[src/sv/ttq_pkg.sv]
// ttq_pkg: shared types and constants for the timed task queue.
// No dependencies.
`default_nettype none
package ttq_pkg;
   localparam int MaxOut = 16;

   typedef enum logic [1:0] {
      MODE_SCHED  = 2'd0,
      MODE_CANCEL = 2'd1,
      MODE_TICK   = 2'd2,
      MODE_NONE   = 2'd3
   } mode_type;

   typedef enum logic [1:0] {
      KIND_SCHED  = 2'd0,
      KIND_CANCEL = 2'd1,
      KIND_TASK   = 2'd2,
      KIND_RSVD   = 2'd3
   } kind_type;

   typedef struct packed {
      mode_type    mode;
      logic [31:0] delay_ms;
      logic        immediate;
      logic [15:0] task_tag;
      logic [31:0] cancel_handle;
   } cmd_type;
endpackage
`default_nettype wire

[src/sv/ttq_front.sv]
// ttq_front: accepts items, drops unused modes, and feeds a two-entry command queue.
// Depends on ttq_pkg.
`default_nettype none
module ttq_front (
   input  wire logic             clock,
   input  wire logic             reset,
   input  wire logic             start,
   output logic                  busy,
   input  wire ttq_pkg::cmd_type cmd,
   output logic                  q_valid,
   output ttq_pkg::cmd_type      q_cmd,
   input  wire logic             q_pop
);
   import ttq_pkg::*;
   cmd_type    q_ff [2];
   cmd_type    q_in0, q_in1;
   logic [1:0] cnt_ff, cnt_in;
   logic       push;

   assign busy    = (cnt_ff == 2'd2);
   assign push    = start && !busy && (cmd.mode != MODE_NONE);
   assign q_valid = (cnt_ff != 2'd0);
   assign q_cmd   = q_ff[0];

   always_comb begin
      q_in0  = q_ff[0];
      q_in1  = q_ff[1];
      cnt_in = cnt_ff;
      if (q_pop && q_valid) begin
         q_in0  = q_ff[1];
         cnt_in = cnt_ff - 2'd1;
      end
      if (push) begin
         if (cnt_in == 2'd0) q_in0 = cmd;
         else                q_in1 = cmd;
         cnt_in = cnt_in + 2'd1;
      end
   end

   always_ff @(posedge clock) begin
      q_ff[0] <= q_in0;
      q_ff[1] <= q_in1;
      if (reset) cnt_ff <= 2'd0;
      else       cnt_ff <= cnt_in;
   end
endmodule
`default_nettype wire

[src/sv/ttq_back.sv]
// ttq_back: holds the task table and executes commands by scanning one slot a cycle.
// Depends on ttq_pkg.
`default_nettype none
module ttq_back #(
   parameter int QUEUE_DEPTH = 16
) (
   input  wire logic             clock,
   input  wire logic             reset,
   input  wire logic             q_valid,
   input  wire ttq_pkg::cmd_type q_cmd,
   output logic                  q_pop,
   output logic                  rsp_valid,
   output logic [1:0]            rsp_kind,
   output logic [31:0]           rsp_handle,
   output logic [15:0]           rsp_tag_out,
   output logic                  rsp_ok,
   output logic                  rsp_last
);
   import ttq_pkg::*;
   localparam int IW = $clog2(QUEUE_DEPTH);
   localparam int CW = $clog2(QUEUE_DEPTH + 1);
   localparam int NW = $clog2(MaxOut + 1);

   typedef enum logic [4:0] {
      ST_IDLE = 5'b00001,
      ST_SCAN = 5'b00010,
      ST_EMIT = 5'b00100,
      ST_PEND = 5'b01000,
      ST_DONE = 5'b10000
   } state_type;

   logic [QUEUE_DEPTH-1:0] vld_ff, vld_in;
   logic [47:0] dl_ff  [QUEUE_DEPTH];
   logic [31:0] hd_ff  [QUEUE_DEPTH];
   logic [15:0] tg_ff  [QUEUE_DEPTH];

   state_type   st_ff, st_in;
   cmd_type     c_ff, c_in;
   logic [CW-1:0] i_ff, i_in;
   logic [IW-1:0] idx;
   logic [31:0] cnt_ff, cnt_in;
   logic [47:0] now_ff, now_in;
   logic        fnd_ff, fnd_in;
   logic [IW-1:0] bi_ff, bi_in;
   logic [47:0] bd_ff, bd_in;
   logic [31:0] bh_ff, bh_in;
   logic [NW-1:0] n_ff, n_in;
   logic        pv_ff, pv_in;
   logic [31:0] ph_ff, ph_in;
   logic [15:0] pt_ff, pt_in;
   logic        wr;
   logic [IW-1:0] wi;
   logic [47:0] wd;
   logic        ov_ff, ov_in;
   logic [1:0]  ok_kind_ff, ok_kind_in;
   logic [31:0] oh_ff, oh_in;
   logic [15:0] ot_ff, ot_in;
   logic        ook_ff, ook_in, ol_ff, ol_in;
   logic        better;

   assign idx = i_ff[IW-1:0];
   assign rsp_valid   = ov_ff;
   assign rsp_kind    = ok_kind_ff;
   assign rsp_handle  = oh_ff;
   assign rsp_tag_out = ot_ff;
   assign rsp_ok      = ook_ff;
   assign rsp_last    = ol_ff;

   always_comb begin
      better = !fnd_ff || (dl_ff[idx] < bd_ff) ||
               ((dl_ff[idx] == bd_ff) && (hd_ff[idx] < bh_ff));
   end

   always_comb begin
      st_in = st_ff; c_in = c_ff; i_in = i_ff; cnt_in = cnt_ff; now_in = now_ff;
      fnd_in = fnd_ff; bi_in = bi_ff; bd_in = bd_ff; bh_in = bh_ff; n_in = n_ff;
      pv_in = pv_ff; ph_in = ph_ff; pt_in = pt_ff; vld_in = vld_ff;
      wr = 1'b0; wi = idx; wd = '0; q_pop = 1'b0;
      ov_in = 1'b0; ok_kind_in = ok_kind_ff; oh_in = oh_ff; ot_in = ot_ff;
      ook_in = ook_ff; ol_in = ol_ff;
      case (st_ff)
         ST_IDLE: begin
            if (q_valid) begin
               q_pop = 1'b1; c_in = q_cmd; i_in = '0; fnd_in = 1'b0;
               n_in = '0; pv_in = 1'b0; st_in = ST_SCAN;
               if (q_cmd.mode == MODE_TICK) now_in = now_ff + 48'd1;
            end
         end
         ST_SCAN: begin
            if (i_ff == CW'(QUEUE_DEPTH)) begin
               st_in = ST_EMIT;
            end else begin
               i_in = i_ff + CW'(1);
               case (c_ff.mode)
                  MODE_SCHED: if (!vld_ff[idx] && !fnd_ff) begin
                     fnd_in = 1'b1; bi_in = idx;
                  end
                  MODE_CANCEL: if (vld_ff[idx] && !fnd_ff &&
                                   hd_ff[idx] == c_ff.cancel_handle) begin
                     fnd_in = 1'b1; bi_in = idx;
                  end
                  default: if (vld_ff[idx] && dl_ff[idx] <= now_ff && better) begin
                     fnd_in = 1'b1; bi_in = idx; bd_in = dl_ff[idx]; bh_in = hd_ff[idx];
                  end
               endcase
            end
         end
         ST_EMIT: begin
            case (c_ff.mode)
               MODE_SCHED: begin
                  ov_in = 1'b1; ok_kind_in = KIND_SCHED; ot_in = '0; ol_in = 1'b1;
                  ook_in = fnd_ff; oh_in = '0;
                  if (fnd_ff) begin
                     cnt_in = cnt_ff + 32'd1; oh_in = cnt_ff + 32'd1;
                     vld_in[bi_ff] = 1'b1; wr = 1'b1; wi = bi_ff;
                     wd = c_ff.immediate ? 48'd0 : now_ff + {16'd0, c_ff.delay_ms};
                  end
                  st_in = ST_IDLE;
               end
               MODE_CANCEL: begin
                  ov_in = 1'b1; ok_kind_in = KIND_CANCEL; ot_in = '0; ol_in = 1'b1;
                  ook_in = fnd_ff; oh_in = c_ff.cancel_handle;
                  if (fnd_ff) vld_in[bi_ff] = 1'b0;
                  st_in = ST_IDLE;
               end
               default: begin
                  if (fnd_ff) begin
                     if (pv_ff) begin
                        ov_in = 1'b1; ok_kind_in = KIND_TASK; oh_in = ph_ff;
                        ot_in = pt_ff; ook_in = 1'b1; ol_in = 1'b0;
                     end
                     pv_in = 1'b1; ph_in = hd_ff[bi_ff]; pt_in = tg_ff[bi_ff];
                     vld_in[bi_ff] = 1'b0; n_in = n_ff + NW'(1);
                     if (n_ff + NW'(1) == NW'(MaxOut)) st_in = ST_DONE;
                     else begin
                        i_in = '0; fnd_in = 1'b0; st_in = ST_SCAN;
                     end
                  end else st_in = ST_DONE;
               end
            endcase
         end
         ST_DONE: begin
            if (pv_ff) begin
               ov_in = 1'b1; ok_kind_in = KIND_TASK; oh_in = ph_ff; ot_in = pt_ff;
               ook_in = 1'b1; ol_in = 1'b1;
            end
            st_in = ST_IDLE;
         end
         default: st_in = ST_IDLE;
      endcase
   end

   always_ff @(posedge clock) begin
      if (wr) begin
         dl_ff[wi] <= wd;
         hd_ff[wi] <= cnt_ff + 32'd1;
         tg_ff[wi] <= c_ff.task_tag;
      end
      c_ff <= c_in; i_ff <= i_in; fnd_ff <= fnd_in; bi_ff <= bi_in;
      bd_ff <= bd_in; bh_ff <= bh_in; n_ff <= n_in; ph_ff <= ph_in; pt_ff <= pt_in;
      ok_kind_ff <= ok_kind_in; oh_ff <= oh_in; ot_ff <= ot_in;
      ook_ff <= ook_in; ol_ff <= ol_in;
      if (reset) begin
         st_ff <= ST_IDLE; vld_ff <= '0; cnt_ff <= '0; now_ff <= '0;
         pv_ff <= 1'b0; ov_ff <= 1'b0;
      end else begin
         st_ff <= st_in; vld_ff <= vld_in; cnt_ff <= cnt_in; now_ff <= now_in;
         pv_ff <= pv_in; ov_ff <= ov_in;
      end
   end
endmodule
`default_nettype wire

[src/sv/timed_task_queue.sv]
// timed_task_queue: top level, front command queue plus back execution engine.
// Depends on ttq_pkg, ttq_front, ttq_back.
//
// Usage: drive req_* with start high; the item is taken at an edge where busy
// is low. mode 0 schedules a task and returns one schedule ack with its new
// handle (ok 0 when full). mode 1 cancels by handle, one ack. mode 2 advances
// the millisecond clock and dispatches each due task, earliest deadline then
// handle first, up to 16, the final one marked rsp_last. mode 3 is dropped.
// Results appear for one cycle with rsp_valid; the receiver cannot stall.
// Schedule and cancel each run one full slot scan, which reads one table entry
// per cycle. A tick runs one full scan per dispatched task to find the minimum.
// A two-item command queue lets busy stay low while the engine works, until two items wait.
// Reset (synchronous) empties the queue, clears all slots, handle counter
// and time.
`default_nettype none
module timed_task_queue #(
   parameter int QUEUE_DEPTH = 16
) (
   input  wire logic        clock,
   input  wire logic        reset,
   input  wire logic        start,
   output logic             busy,
   input  wire logic [1:0]  req_mode,
   input  wire logic [31:0] req_delay_ms,
   input  wire logic        req_immediate,
   input  wire logic [15:0] req_task_tag,
   input  wire logic [31:0] req_cancel_handle,
   output logic             rsp_valid,
   output logic [1:0]       rsp_kind,
   output logic [31:0]      rsp_handle,
   output logic [15:0]      rsp_tag_out,
   output logic             rsp_ok,
   output logic             rsp_last
);
   import ttq_pkg::*;
   cmd_type cmd, q_cmd;
   logic    q_valid, q_pop;

   assign cmd.mode          = mode_type'(req_mode);
   assign cmd.delay_ms      = req_delay_ms;
   assign cmd.immediate     = req_immediate;
   assign cmd.task_tag      = req_task_tag;
   assign cmd.cancel_handle = req_cancel_handle;

   ttq_front u_front (
      .clock, .reset, .start, .busy, .cmd,
      .q_valid, .q_cmd, .q_pop
   );

   ttq_back #(.QUEUE_DEPTH(QUEUE_DEPTH)) u_back (
      .clock, .reset, .q_valid, .q_cmd, .q_pop,
      .rsp_valid, .rsp_kind, .rsp_handle, .rsp_tag_out, .rsp_ok, .rsp_last
   );
endmodule
`default_nettype wire

[config.mk]
export PLATFORM = sky130hd
export DESIGN_NAME = timed_task_queue
export DESIGN_NICKNAME = d
export VERILOG_FILES = /design/src/sv/ttq_pkg.sv /design/src/sv/ttq_front.sv /design/src/sv/ttq_back.sv /design/src/sv/timed_task_queue.sv
export SDC_FILE = /design/constraint.sdc
export NUM_CORES = 2
export LEC_CHECK = 0
export BUFFER_PORTS_ARGS = -buffer_cell sky130_fd_sc_hd__buf_2
export CAP_MARGIN = 40
export CORE_UTILIZATION = 40
export CTS_CLUSTER_SIZE = 30
export DETAILED_ROUTE_END_ITERATION = 8
export PLACE_DENSITY = 0.53
export SKIP_CTS_REPAIR_TIMING = 1
export SLEW_MARGIN = 20
export SYNTH_ARGS = -nofsm -noshare
export SYNTH_HDL_FRONTEND = slang
export SYNTH_SLANG_ARGS = --single-unit
[constraint.sdc]
create_clock -name clock -period 16.2 [get_ports clock]
set_input_delay 1.62 -clock clock [delete_from_list [all_inputs] [get_ports clock]]
set_output_delay 1.62 -clock clock [all_outputs]
set_load 0.02 [all_outputs]
==> flow_summary_export.csv <==
group,metric,value,unit
placement,port_buffers,139,
floorplan,die_area,0.224,mm²
cells_and_area,seqCellArea,0.0608,mm²
yosys,avgSynthCellArea,17.9,µm²
worst_setup_path,crit_slowest_cell,"nor4_1",
yosys,synth_edf_count,1897,
power,clockPowerShare,34.9,%
power,p_total,14.7,mW
drt,met3WireLength,14.6,mm
worst_setup_path,rr_worst_depth,19,
timing,skew,0.0871,ns
timing,fmax,130,MHz
floorplan,core-area,0.220,mm²
clock_network,max-clock-path-buffers,3,
worst_setup_path,cp_max_fo,44,
placement,gp_congestion,0.845,
run,maxCapViolCount,0,
drt,drt_iter0_markers,4637,
floorplan,core.rowCount,172,
hold_path,hold_end,"u_back.c_ff[4]$_DFFE_PP_",
drt,drc,0,
timing,slew_headroom,31.5,%
power,internal_power,10.4,mW
global_route,grt_max_degree,136,
worst_setup_path,critPathRequiredTime,16.73,ns
timing,fin_tns_setup,0,ns
power,power_switching,4.28,mW
clock_network,cts_root_buf,"clkbuf_16",
yosys,syn_nets,5219,
clock_network,cts_buffers,218,
cells_and_area,postLayoutCoreUtil,46.4,%
worst_setup_path,critPathKind,"register to register",
global_route,grt_pass1_wl,354,mm
yosys,yosys_warnings,0,
global_route,grt_pass1_vias,48341,
worst_setup_path,reg2reg_slack,8.53,ns
yosys,yosysTopAreaCellShare,64.1,%
drt,num_vias,48112,
yosys,async_flop_share,0,%
yosys,synth.most_common_cell,"edfxtp_1",
drt,vias_per_cell,5.69,
timing,grt_setup_unrepaired,"no",
power,powerDensity,144,mW/mm²
power,leakagePower,35.4,nW
worst_setup_path,worst_r2r_endpoint,"u_back.bd_ff[35]$_DFFE_PP_",
yosys,synthTopCellsByArea,"edfxtp_1, mux4_2, dfxtp_1, ha_1, mux2i_1",
yosys,synth-seq-area-share,68.5,%
yosys,yosys-top-cells-count,"edfxtp_1, mux4_2, nand2_1, nor2_1, o21ai_0",
yosys,netlist_area,0.0888,mm²
timing,period_share,47.3,%
clock_network,clk_pin_slew_worst_paths,0.06,ns
timing,min_period,7.67,ns
status,outcome,"finished, final reports clean",
floorplan,fp.dieW,473,µm
clock_network,cts_tree,"yes",
drt,wl_met1,110,mm
drt,wl_met2,117,mm
floorplan,start_util,40.3,%
placement,hpwl,149,mm
power,combPwrFrac,19.1,%
drt,first_pass_iters,5,
cells_and_area,multiInputGateArea,0.0265,mm²
yosys,ys_types,80,
timing,hold_viol,0,
power,pwr-share-seq,46.0,%
drt,top_layer,"met4",
timing,finalSetupViolations,0,
worst_setup_path,cp-end-kind,"register",
drt,drt_wl_total,247,mm
hold_path,hp-start,"u_front.q_ff[0][4]$_DFF_P_",
global_route,grt_use_total,22.1,%
worst_setup_path,crit_path_cell_trace,"inv_6 -> buf_4 -> buf_12 -> buf_4 -> mux4_2 -> ha_1 -> nand4_1 -> nor4_1 -> buf_4 -> nand2_1 -> a2111oi_1 -> buf_4 -> o2111ai_1 -> nand4_1 -> o211ai_1 -> nor3_2 -> buf_4 -> buf_4 -> buf_16",
power,switching_share,29.2,%
worst_setup_path,path_common_cell,"buf_4",
worst_setup_path,crit_buf_inv,9,
worst_setup_path,critPathTopFamily,"buffers and inverters",
yosys,synthCells,4965,
floorplan,dieHeight,473,µm
worst_setup_path,worstSetupStartpointType,"register",
worst_setup_path,max_stage_delay,0.80,ns
yosys,synth_seq_cells,2088,
cells_and_area,final.fill_count,18723,
cells_and_area,drive_gt1_share,24.8,%
hold_path,hold_depth,0,
drt,ant_nets,0,
global_route,antenna_found_initial,15,
hold_path,hp-class,"register to register",
yosys,yosysTopAreaCell,"edfxtp_1",
clock_network,clk_latency,0.91,ns
yosys,synth_flop_cell,"edfxtp_1",
timing,tightest_slew,1.03,ns
power,ir_drop,0.110,mV
floorplan,boundaryPins,140,
cells_and_area,nets,5552,
global_route,grt-ovfl-total,0,
cells_and_area,area_delta_synth_final,15.0,%
worst_setup_path,cp.arrival,8.20,ns
clock_network,cts_sinks,2088,
clock_network,htree_levels,4,
drt,routedWlPerCell,29.2,µm
timing,final_max_slew_viol_count,0,
## power groups by stage
stage	clock network [mW]	registers, mW	logic (mW)
finish	5.13	6.75	2.80
global route	5.44	6.78	3.01
CTS	5.24	6.77	2.77
detailed placement	0	6.88	2.76
global placement	0	6.87	2.68
floorplan	0	6.62	1.91
## worst max path at each step
stage	from	to	cells after the start
5_1_grt	register	u_back.bd_ff[37]$_DFFE_PP_	19
4_1_cts	register	u_back.bd_ff[3]$_DFFE_PP_	17
3_3_place_gp	register	u_back.bd_ff[28]$_DFFE_PP_	17
3_5_place_dp	register	u_back.bd_ff[28]$_DFFE_PP_	17
6_report	register	u_back.bd_ff[35]$_DFFE_PP_	19
2_1_floorplan	u_back.st_ff[4]$_SDFFE_PP0P_	u_back.dl_ff[5][0]$_DFFE_PP_	5
## sequential cells by signal (all words and copies together), names as in the netlist, 2 cells and up, named ones only
signal              cells
u_back.dl_ff          768
u_back.hd_ff          512
u_back.tg_ff          256
u_front.q_ff          166
u_back.c_ff            83
u_back.bd_ff           48
u_back.now_ff          48
u_back.bh_ff           32
u_back.cnt_ff          32
u_back.ph_ff           32
u_back.rsp_handle      32
u_back.pt_ff           16
u_back.rsp_tag_out     16
u_back.i_ff             5
u_back.n_ff             5
u_back.bi_ff            4
u_back.st_ff            4
u_back.rsp_kind         2
u_front.cnt_ff          2
## worst register-to-register path: stages, from the launching register on
cell and delay (ns):
dfxtp_2 0.52, inv_6 0.50, buf_4 0.59, buf_12 0.28
buf_4 0.55, mux4_2 0.70, ha_1 0.34, nand4_1 0.23
nor4_1 0.81, buf_4 0.25, nand2_1 0.05, a2111oi_1 0.36
buf_4 0.21, o2111ai_1 0.29, nand4_1 0.21, o211ai_1 0.23
nor3_2 0.29, buf_4 0.34, buf_4 0.25, buf_16 0.28
## layout by cell type, fill, tap and decap left out, drive strengths merged, types with 20 or more instances in the layout
cell type and count:
a32o 23, a21oi 134, xnor2 105, clkbuf 289, bufinv 24, nor2b 20, inv 175, xor2 55
ha 167, nor2 222, dfxtp 191, clkinv 88, mux2i 195, nand2 250, edfxtp 1897, nor3 45
or3 36, mux4 612, nand4 48, buf 355, o21ai 212, nand3 69, a21o 40
## cells by family after synthesis
group	after synthesis	synth area share, %
flip-flops	2088	68.5
multiplexers	823	17.9
AND/OR/NAND/NOR	780	4.11
AO/OA/AOI/OAI	529	3.61
buffers and inverters	417	1.93
adder cells (fa/ha/maj)	168	2.38
XOR/XNOR	160	1.58
## per-stage QoR
step	hold WS (ns)	instance area [µm²]	setup WS (ns)	cells
2_1_floorplan	0.408	88800	4.69	4965
3_3_place_gp	0.414	93300	7.71	7946
3_5_place_dp	0.415	94400	8.12	8006
4_1_cts	0.430	102000	8.05	8417
5_1_grt	0.433	102000	8.10	8450
6_report	0.425	102000	8.53	8452
## layout make-up
| class | instances | share of cell area [%] |
|---|---|---|
| sequential | 2088 | 59.5 |
| timing repair buffer | 357 | 3.00 |
| tap | 2958 | 3.62 |
| clock inverter | 124 | 1.52 |
| antenna | 5 | 0.0122 |
| clock buffer | 287 | 5.73 |
| inverter | 173 | 0.654 |
| multi-input combinational | 2460 | 25.9 |
## layer usage
layer / global-route usage, % / vias up
met2: 35.1 / 1645
met5: 0 / -
li1: - / 20657
met4: 5.51 / 0
met3: 3.27 / 342
met1: 31.9 / 25468
Note: power is estimated with default switching activity, not from simulation.
